[src/rtl/core/positional_sequence_store_macros.svh]
// assertion helpers shared by the rtl, clocked on clk, idle during reset
`ifndef POSITIONAL_SEQUENCE_STORE_MACROS_SVH
`define POSITIONAL_SEQUENCE_STORE_MACROS_SVH

// same-cycle implication
`define PSS_ASSERT_IMP(lbl, ante, cons) \
	lbl: assert property (@(posedge clk) disable iff (!arst_n) (ante) |-> (cons)) \
		else $error("pss check failed");

// next-cycle implication
`define PSS_ASSERT_NXT(lbl, ante, cons) \
	lbl: assert property (@(posedge clk) disable iff (!arst_n) (ante) |=> (cons)) \
		else $error("pss check failed");

`endif

[src/rtl/core/pss_pkg.sv]
package pss_pkg;

	// store geometry (capacity is a power of two so slot math wraps freely)
	localparam int CAPACITY = 1024;
	localparam int ADDR_W   = $clog2(CAPACITY);
	localparam int CNT_W    = $clog2(CAPACITY + 1);
	localparam int DATA_W   = 32;
	localparam int POS_W    = 11;
	localparam int ACT_W    = 3;
	localparam int ST_W     = 2;
	localparam int CMP_W    = ((POS_W > CNT_W) ? POS_W : CNT_W) + 1;

	// action codes
	localparam logic [ACT_W-1:0] ACT_APPEND = 3'd0;
	localparam logic [ACT_W-1:0] ACT_INSERT = 3'd1;
	localparam logic [ACT_W-1:0] ACT_DELETE = 3'd2;
	localparam logic [ACT_W-1:0] ACT_ROTATE = 3'd3;
	localparam logic [ACT_W-1:0] ACT_READ   = 3'd4;

	// status codes
	localparam logic [ST_W-1:0] ST_OK    = 2'd0;
	localparam logic [ST_W-1:0] ST_RANGE = 2'd1;
	localparam logic [ST_W-1:0] ST_FULL  = 2'd2;
	localparam logic [ST_W-1:0] ST_EMPTY = 2'd3;

	// memory access from the sequencer
	typedef struct packed {
		logic              we;
		logic [ADDR_W-1:0] waddr;
		logic [DATA_W-1:0] wdata;
		logic              re;
		logic [ADDR_W-1:0] raddr;
	} mem_req_t;

	// one finished result
	typedef struct packed {
		logic [ST_W-1:0]          status;
		logic signed [DATA_W-1:0] read_value;
		logic [CNT_W-1:0]         element_count;
	} result_t;

endpackage

[src/rtl/core/pss_ctrl.sv]
`include "positional_sequence_store_macros.svh"

module pss_ctrl import pss_pkg::*; (
	input  logic              clk,
	input  logic              arst_n,
	input  logic              in_valid,
	output logic              in_ready,
	input  logic [ACT_W-1:0]  action,
	input  logic [POS_W-1:0]  position,
	input  logic [DATA_W-1:0] value,
	input  logic              rotate_left,
	output mem_req_t          mem_req,
	input  logic [DATA_W-1:0] mem_rdata,
	output logic              res_valid,
	input  logic              res_ready,
	output result_t           res
);

	typedef enum logic [2:0] {
		S_IDLE,
		S_SHIFT,
		S_DRAIN,
		S_FIN,
		S_READ,
		S_RESP
	} state_t;

	state_t            state_q;
	logic [ADDR_W-1:0] head_q;
	logic [CNT_W-1:0]  count_q;
	logic [ACT_W-1:0]  op_q;
	logic [DATA_W-1:0] val_q;
	logic [CNT_W-1:0]  idx_q;
	logic [CNT_W-1:0]  rem_q;
	logic              down_q;
	logic [ADDR_W-1:0] fin_addr_q;
	logic [ST_W-1:0]   status_q;
	logic [DATA_W-1:0] rd_val_q;
	logic              pend_s1;
	logic [ADDR_W-1:0] waddr_s1;

	logic              acc;
	logic              full;
	logic              empty;
	logic              pos_ok_ins;
	logic              pos_ok_acc;
	logic [CNT_W-1:0]  pos_m1;
	logic [CNT_W-1:0]  ins_rem;
	logic [CNT_W-1:0]  del_rem;
	logic [ADDR_W-1:0] rot_src;
	logic [ADDR_W-1:0] rot_dst;
	logic [ADDR_W-1:0] rot_head;

	// logical to physical slot
	function automatic logic [ADDR_W-1:0] slot(input logic [ADDR_W-1:0] h,
	                                           input logic [CNT_W-1:0] l);
		return h + l[ADDR_W-1:0];
	endfunction

	assign acc        = in_valid && in_ready;
	assign in_ready   = (state_q == S_IDLE);
	assign full       = (count_q == CNT_W'(CAPACITY));
	assign empty      = (count_q == '0);
	assign pos_m1     = CNT_W'(position - POS_W'(1));
	assign pos_ok_ins = (position != '0) &&
	                    (CMP_W'(position) <= CMP_W'(count_q) + CMP_W'(1));
	assign pos_ok_acc = (position != '0) && (CMP_W'(position) <= CMP_W'(count_q));
	assign ins_rem    = count_q - pos_m1;
	assign del_rem    = count_q - CNT_W'(position);

	// rotate moves one entry across the ring and steps the head
	always_comb begin
		if (rotate_left) begin
			rot_src  = head_q;
			rot_dst  = slot(head_q, count_q);
			rot_head = head_q + ADDR_W'(1);
		end else begin
			rot_src  = slot(head_q, count_q - CNT_W'(1));
			rot_dst  = head_q - ADDR_W'(1);
			rot_head = head_q - ADDR_W'(1);
		end
	end

	// memory port steering
	always_comb begin
		mem_req = '0;
		if (pend_s1) begin
			mem_req.we    = 1'b1;
			mem_req.waddr = waddr_s1;
			mem_req.wdata = mem_rdata;
		end
		unique case (state_q)
			S_IDLE: begin
				if (acc) begin
					priority if (action == ACT_APPEND && !full) begin
						mem_req.we    = 1'b1;
						mem_req.waddr = slot(head_q, count_q);
						mem_req.wdata = value;
					end else if (action == ACT_ROTATE && !empty) begin
						mem_req.re    = 1'b1;
						mem_req.raddr = rot_src;
					end else if (action == ACT_READ && !empty && pos_ok_acc) begin
						mem_req.re    = 1'b1;
						mem_req.raddr = slot(head_q, pos_m1);
					end else begin
						mem_req.re = 1'b0;
					end
				end
			end
			S_SHIFT: begin
				mem_req.re    = 1'b1;
				mem_req.raddr = slot(head_q, idx_q);
			end
			S_FIN: begin
				mem_req.we    = 1'b1;
				mem_req.waddr = fin_addr_q;
				mem_req.wdata = val_q;
			end
			S_DRAIN, S_READ, S_RESP: begin
				mem_req.re = 1'b0;
			end
			default: begin
				mem_req.re = 1'b0;
			end
		endcase
	end

	assign res_valid = (state_q == S_RESP);
	assign res       = '{status: status_q, read_value: rd_val_q, element_count: count_q};

	// sequencer and bookkeeping
	always_ff @(posedge clk or negedge arst_n) begin
		if (!arst_n) begin
			state_q  <= S_IDLE;
			head_q   <= '0;
			count_q  <= '0;
			pend_s1  <= 1'b0;
			op_q     <= ACT_APPEND;
			status_q <= ST_OK;
			rd_val_q <= '0;
		end else begin
			pend_s1 <= 1'b0;
			unique case (state_q)
				S_IDLE: begin
					if (acc) begin
						op_q     <= action;
						val_q    <= value;
						status_q <= ST_OK;
						rd_val_q <= '0;
						state_q  <= S_RESP;
						unique case (action)
							ACT_APPEND: begin
								if (full) begin
									status_q <= ST_FULL;
								end else begin
									count_q <= count_q + CNT_W'(1);
								end
							end
							ACT_INSERT: begin
								if (full) begin
									status_q <= ST_FULL;
								end else if (!pos_ok_ins) begin
									status_q <= ST_RANGE;
								end else begin
									idx_q      <= count_q - CNT_W'(1);
									rem_q      <= ins_rem;
									down_q     <= 1'b1;
									fin_addr_q <= slot(head_q, pos_m1);
									state_q    <= (ins_rem == '0) ? S_FIN : S_SHIFT;
								end
							end
							ACT_DELETE: begin
								if (empty) begin
									status_q <= ST_EMPTY;
								end else if (!pos_ok_acc) begin
									status_q <= ST_RANGE;
								end else if (del_rem == '0) begin
									count_q <= count_q - CNT_W'(1);
								end else begin
									idx_q   <= CNT_W'(position);
									rem_q   <= del_rem;
									down_q  <= 1'b0;
									state_q <= S_SHIFT;
								end
							end
							ACT_ROTATE: begin
								if (empty) begin
									status_q <= ST_EMPTY;
								end else begin
									pend_s1  <= 1'b1;
									waddr_s1 <= rot_dst;
									head_q   <= rot_head;
									state_q  <= S_DRAIN;
								end
							end
							ACT_READ: begin
								if (empty) begin
									status_q <= ST_EMPTY;
								end else if (!pos_ok_acc) begin
									status_q <= ST_RANGE;
								end else begin
									state_q <= S_READ;
								end
							end
							default: begin
								status_q <= ST_OK;
							end
						endcase
					end
				end
				// one entry moves per cycle, its write lands in the cycle after its read
				S_SHIFT: begin
					pend_s1  <= 1'b1;
					waddr_s1 <= down_q ? slot(head_q, idx_q + CNT_W'(1))
					                   : slot(head_q, idx_q - CNT_W'(1));
					idx_q    <= down_q ? idx_q - CNT_W'(1) : idx_q + CNT_W'(1);
					rem_q    <= rem_q - CNT_W'(1);
					if (rem_q == CNT_W'(1)) begin
						state_q <= S_DRAIN;
					end
				end
				S_DRAIN: begin
					if (op_q == ACT_INSERT) begin
						state_q <= S_FIN;
					end else begin
						if (op_q == ACT_DELETE) begin
							count_q <= count_q - CNT_W'(1);
						end
						state_q <= S_RESP;
					end
				end
				S_FIN: begin
					count_q <= count_q + CNT_W'(1);
					state_q <= S_RESP;
				end
				S_READ: begin
					rd_val_q <= mem_rdata;
					state_q  <= S_RESP;
				end
				S_RESP: begin
					if (res_ready) begin
						state_q <= S_IDLE;
					end
				end
				default: begin
					state_q <= S_IDLE;
				end
			endcase
		end
	end

	`PSS_ASSERT_IMP(a_count_max, 1'b1, count_q <= CNT_W'(CAPACITY))
	`PSS_ASSERT_IMP(a_pend_state, pend_s1, state_q == S_SHIFT || state_q == S_DRAIN)
	`PSS_ASSERT_NXT(a_resp_hold, res_valid && !res_ready, res_valid && $stable(count_q))
	`PSS_ASSERT_IMP(a_idle_quiet, in_ready, !pend_s1 && !res_valid)

endmodule
[config.mk]
export PLATFORM = sky130hd
export DESIGN_NAME = pss_ctrl
export DESIGN_NICKNAME = d
export VERILOG_FILES = /design/src/rtl/core/pss_pkg.sv /design/src/rtl/core/pss_ctrl.sv
export VERILOG_INCLUDE_DIRS = /design/src /design/src/rtl/core
export SDC_FILE = /design/constraint.sdc
export NUM_CORES = 1
export LEC_CHECK = 0
export BUFFER_PORTS_ARGS = -buffer_cell sky130_fd_sc_hd__clkbuf_2
export CORE_MARGIN = 4
export CORE_UTILIZATION = 59
export CTS_CLUSTER_SIZE = 24
export DETAILED_ROUTE_END_ITERATION = 12
export PLACE_DENSITY = 0.84
export SLEW_MARGIN = 10
export SYNTH_ARGS = -nofsm -noshare
export SYNTH_HDL_FRONTEND = slang
export SYNTH_SLANG_ARGS = --single-unit
[constraint.sdc]
create_clock -name clk -period 5.73 [get_ports clk]
set_input_delay 1.146 -clock clk [delete_from_list [all_inputs] [get_ports clk]]
set_output_delay 1.146 -clock clk [all_outputs]
set_load 0.03 [all_outputs]
# After elaboration in Yosys (flattened, before gate mapping)
# Index checks and enable logic that the tools add are counted.
# word_totals
ff_bits	137
out_inout_bits	101
# classes
add_sub_neg	17
order_cmp	2
eq_ne	34
n_mux	78
bitwise_logic	2
reduce_logical	31
# ops
operator	count
two-way mux 11 bit	22
one-hot mux 11 bit (2 select lines)	5
two-way mux 43 bit	2
one-hot mux 43 bit (2 select lines)	1
two-way mux 10 bit	8
one-hot mux 32 bit (2 select lines)	1
adder 10 bit	6
two-way mux 54 bit	1
subtractor 11 x 1 -> 11 bit, second input constant	4
one-hot mux 10 bit (2 select lines)	2
logical NOT 11 bit	3
one-hot mux 11 bit (3 select lines)	1
two-way mux 32 bit	1
two-way mux 3 bit	10
AND reduction 9 bit	3
adder 11 x 1 -> 11 bit, second input constant	2
subtractor 11 bit	2
!= test 3 bit, second input constant	7
!= test 2 bit, second input constant	9
== test 3 x 2 -> 1 bit, second input constant	5
one-hot mux 3 bit (5 select lines)	1
two-way mux 1 bit	13
adder 11 x 1 -> 12 bit, second input constant	1
less-or-equal comparator 11 x 12 -> 1 bit	1
26 further kinds	53

# Logic depth before layout (Yosys ltp)
# depth
depth_word	9
mapped_depth	15

# Least setup slack after synthesis
# No wires, ideal clock.
# synth_timing
path_kind	input port to output port
start	input position[0]
end	output mem_req[6] (netlist bit)
arrival_ns	3.711
t_required_ns	4.584
path_slack_ns	0.873
path_stages	12
cell_sequence	inv_1 ha_1 xor2_1 ha_1 nor2b_1 o21ai_0 a21boi_0 o21ai_0 nor2b_1 xnor2_1 nor2_1 o32ai_1
# synth_lines
item	line	rtl
from (decl)	pss_ctrl.sv:9	input logic [POS_W-1:0] position,
to (decl)	pss_ctrl.sv:12	output mem_req_t mem_req,

==> reports/qor.txt <==
status: complete, no violations
RSZ-0062 raised after global routing: false
die area: 0.02183 mm2
Inserted Clock Buffers: 17
post-synthesis register bit count: 136
Buf+Inv Stages, Crit Path: 2
Routed Antenna Nets: 0
Post-synth EDFFs: 74
Hold WS: 486.2 ps
pwr dens: 545.9 mW/mm2
Die Ht: 147.7 um
ys flop type: edfxtp_1
clk_skew: 12.02 ps
Post-Route WL: 37,270 um
Clock Tree Buf Depth: 2
Setup Buffers After CTS: 0
fillers: 1,530
Post-route DRC: 0
Pre-antenna DRT Iters: 7
Hold Fails Final Rpt: 0
min Tclk post-route: 5259 ps
clock slew at reported path FFs: 60 ps
CTS resizes: 0
CTS tree: built
crit end category: output port
CP startpoint kind: flop
distinct cell type count after synthesis: 88
DR WL/cell: 21.06 um
Final Net Count: 1,670
number of hold buffers added after cts: 0
Leak: 6.173 nW
warning count from the yosys run: 0
period utilisation layout: 91.78%
port buffer count: 183
synthesis-to-layout area growth: 14.90%
Arrival @ worst endpoint: 4110 ps
largest net degree at the start of global routing: 63
placed cells: 1,736
Core ar.: 0.01896 mm2
area of the multi-input gates: 0.007093 mm2
Clk Latency, worst-skew pair: 430 ps
antenna violations before repair: 3
worst setup path class: reg -> out
grt ovf: 0
share of layout cells above drive strength 1: 17.90%
global-route wire length before repair: 57,700 um
CP dominant cell by count: xnor2_1
peak supply drop: 0.3988 mV
post-synthesis sequential area ratio: 32.75%
Worst Tran Pin Value: 1184 ps
# Max-Cap Violations: 0
worst hold path class: reg -> reg
Die X: 147.7 um
DR vias: 11,265
via/cell ratio: 6.364
CP Cell Sequence: inv_1 > ha_1 > nor3b_4 > xnor2_1 > ha_1 > nand3_1 > o211ai_1 > o41ai_1 > o21ai_0 > xnor2_1 > nor2_1 > xnor2_1 > o21ai_1 > clkbuf_2
initial core utilization: 60.79%
H-tree depth: 4
CTS root buf: clkbuf_16
Mapped Avg Cell Area: 8.548 um2
final setup violation count: 0
clock sink count: 136
asr flop ratio synth: 45.59%
fmax: 190.2 MHz
fin util: 69.84%
critical-path maximum fanout: 6
max-slew violations: 0
Post-Syn Nets: 1,523
max incr delay on CP: 490 ps
Non-Filler Instances: 1,770
Syn Inst Count: 1,348
relative slew slack: 20.84%
Worst EP required: 4580 ps
total track usage: 33.50%
register area: 0.003774 mm2
row cnt: 50
# IOs: 184
Final GP Congestion: 1.015
vias in the first global route: 10,689
DR iter-0 viols: 1,225
Top delay family on crit path: compound AO/OA/AOI/OAI gates
Synth Cell Area: 0.01152 mm2
Setup TNS: 0 ps
dpl hpwl: 28,120 um
CP max stage cell: o41ai_1
==> layout make-up <==
type / count / share of cell area [%]
inverter: 88 / 2.495
multi-input combinational: 1048 / 53.58
sequential: 136 / 28.50
clock inverter: 14 / 1.578
tap: 260 / 2.457
clock buffer: 18 / 3.242
timing repair buffer: 204 / 8.109
antenna: 2 / 0.03780
==> placed cells by master (no fill, tap or decap), drive strengths merged, types with 5 or more instances in the layout <==
| cell type | n |
|---|---|
| a222oi | 34 |
| dfrtp | 62 |
| mux2i | 14 |
| and2 | 8 |
| a211oi | 14 |
| nand2b | 7 |
| a31oi | 10 |
| and3 | 9 |
| nor4 | 15 |
| nand2 | 174 |
| edfxtp | 74 |
| fa | 7 |
| o21a | 6 |
| o311ai | 5 |
| a2111oi | 5 |
| o32ai | 5 |
| o21ai | 68 |
| a21oi | 79 |
| buf | 22 |
| nor2 | 116 |
| clkbuf | 200 |
| o41ai | 6 |
| inv | 94 |
| nand3 | 55 |
| nand4 | 13 |
| nor2b | 16 |
| or3 | 9 |
| nor3b | 7 |
| o22ai | 8 |
| xnor2 | 77 |
| o21bai | 6 |
| a21o | 15 |
| o31ai | 7 |
| or2 | 7 |
| nor3 | 39 |
| xor2 | 56 |
| o211ai | 15 |
| ha | 85 |
==> power by group <==
| part | internal (mW) | total, mW | switching, mW |
|---|---|---|---|
| Combinational | 1.48 | 4.31 | 2.82 |
| Sequential | 1.37 | 1.72 | 0.353 |
| Clock | 0.741 | 1.20 | 0.458 |
==> worst paths after layout <==
path / start / end / slack (ps) / cells past startpoint
max: count_q[1]$_DFFE_PN0P_ / mem_req[9] / 470 / 14
min: status_q[1]$_DFFE_PN0P_ / status_q[1]$_DFFE_PN0P_ / 490 / 2
max reg2reg: count_q[2]$_DFFE_PN0P_ / idx_q[0]$_DFFE_PP_ / 1110 / 14
min reg2reg: status_q[1]$_DFFE_PN0P_ / status_q[1]$_DFFE_PN0P_ / 490 / 2
max in group asynchronous: arst_n / count_q[8]$_DFFE_PN0P_ / 4140 / 2
min in group asynchronous: arst_n / head_q[5]$_DFFE_PN0P_ / 1040 / 2
==> metal layers <==
| metal | GRT usage, % | share of wire (%) | wire [um] |
|---|---|---|---|
| met3 | 6.070 | 11 | 3958 |
| met5 | 0 | 0.024 | 9 |
| met4 | 18.55 | 5.5 | 2059 |
| met1 | 44.37 | 39 | 14700 |
| met2 | 52.10 | 44 | 16550 |
==> sequential cells by signal (all words and copies together) (netlist names), 10 cells and up <==
name	cells
val_q	32
fin_addr_q	10
count_q	11
head_q	10
idx_q	10
waddr_s1	10
rd_val_q	32
rem_q	11
==> worst min-delay path, cell delays in order (launching register included) <==
cell	delay (ps)
dfrtp_1	350
nand2_1	50
o31ai_1	50
==> synth_stat cells, types with 8 or more instances <==
library cell	instances	area share (%)
nand2_1	173	5.6
nor2_1	113	3.7
ha_1	85	9.2
inv_1	85	2.8
a21oi_1	79	3.4
xnor2_1	77	5.9
edfxtp_1	74	19
dfrtp_1	62	13
o21ai_0	56	2.4
xor2_1	56	4.3
nand3_1	55	2.4
clkbuf_1	41	1.3
nor3_1	39	1.7
a222oi_1	34	3.0
buf_2	19	0.83
a21o_1	15	0.98
nor2b_1	15	0.81
o211ai_1	15	0.98
mux2i_1	14	1.2
a211oi_1	13	0.85
nand4_1	13	0.71
nor4_1	12	0.65
o21ai_1	12	0.52
a31oi_1	10	0.54
and3_1	9	0.49
buf_1	9	0.29
o22ai_1	8	0.43
or3_1	8	0.43
==> kinds of logic after synthesis <==
kind of cell    Yosys count  synth area share [%]
simple gates            493                 20.61
compound gates          314                 18.70
buf+inv                 164                 5.972
flops                   136                 32.75
xor+xnor                133                 10.11
fa+ha+maj                92                 10.45
mux                      16                 1.412
==> through the flow <==
| stage | cell area [um2] | worst slack, ps | power (mW) |
|---|---|---|---|
| 6_report | 13240 | 471.1 | 7.228 |
| 5_1_grt | 13240 | 230.8 | 7.662 |
| 4_1_cts | 13230 | 590.4 | 7.142 |
| 3_5_place_dp | 12600 | 600.7 | 5.915 |
| 3_3_place_gp | 12600 | 641.7 | 5.813 |
| 2_1_floorplan | 11520 | 873.4 | 4.665 |
(Power assumes the default switching activity.)
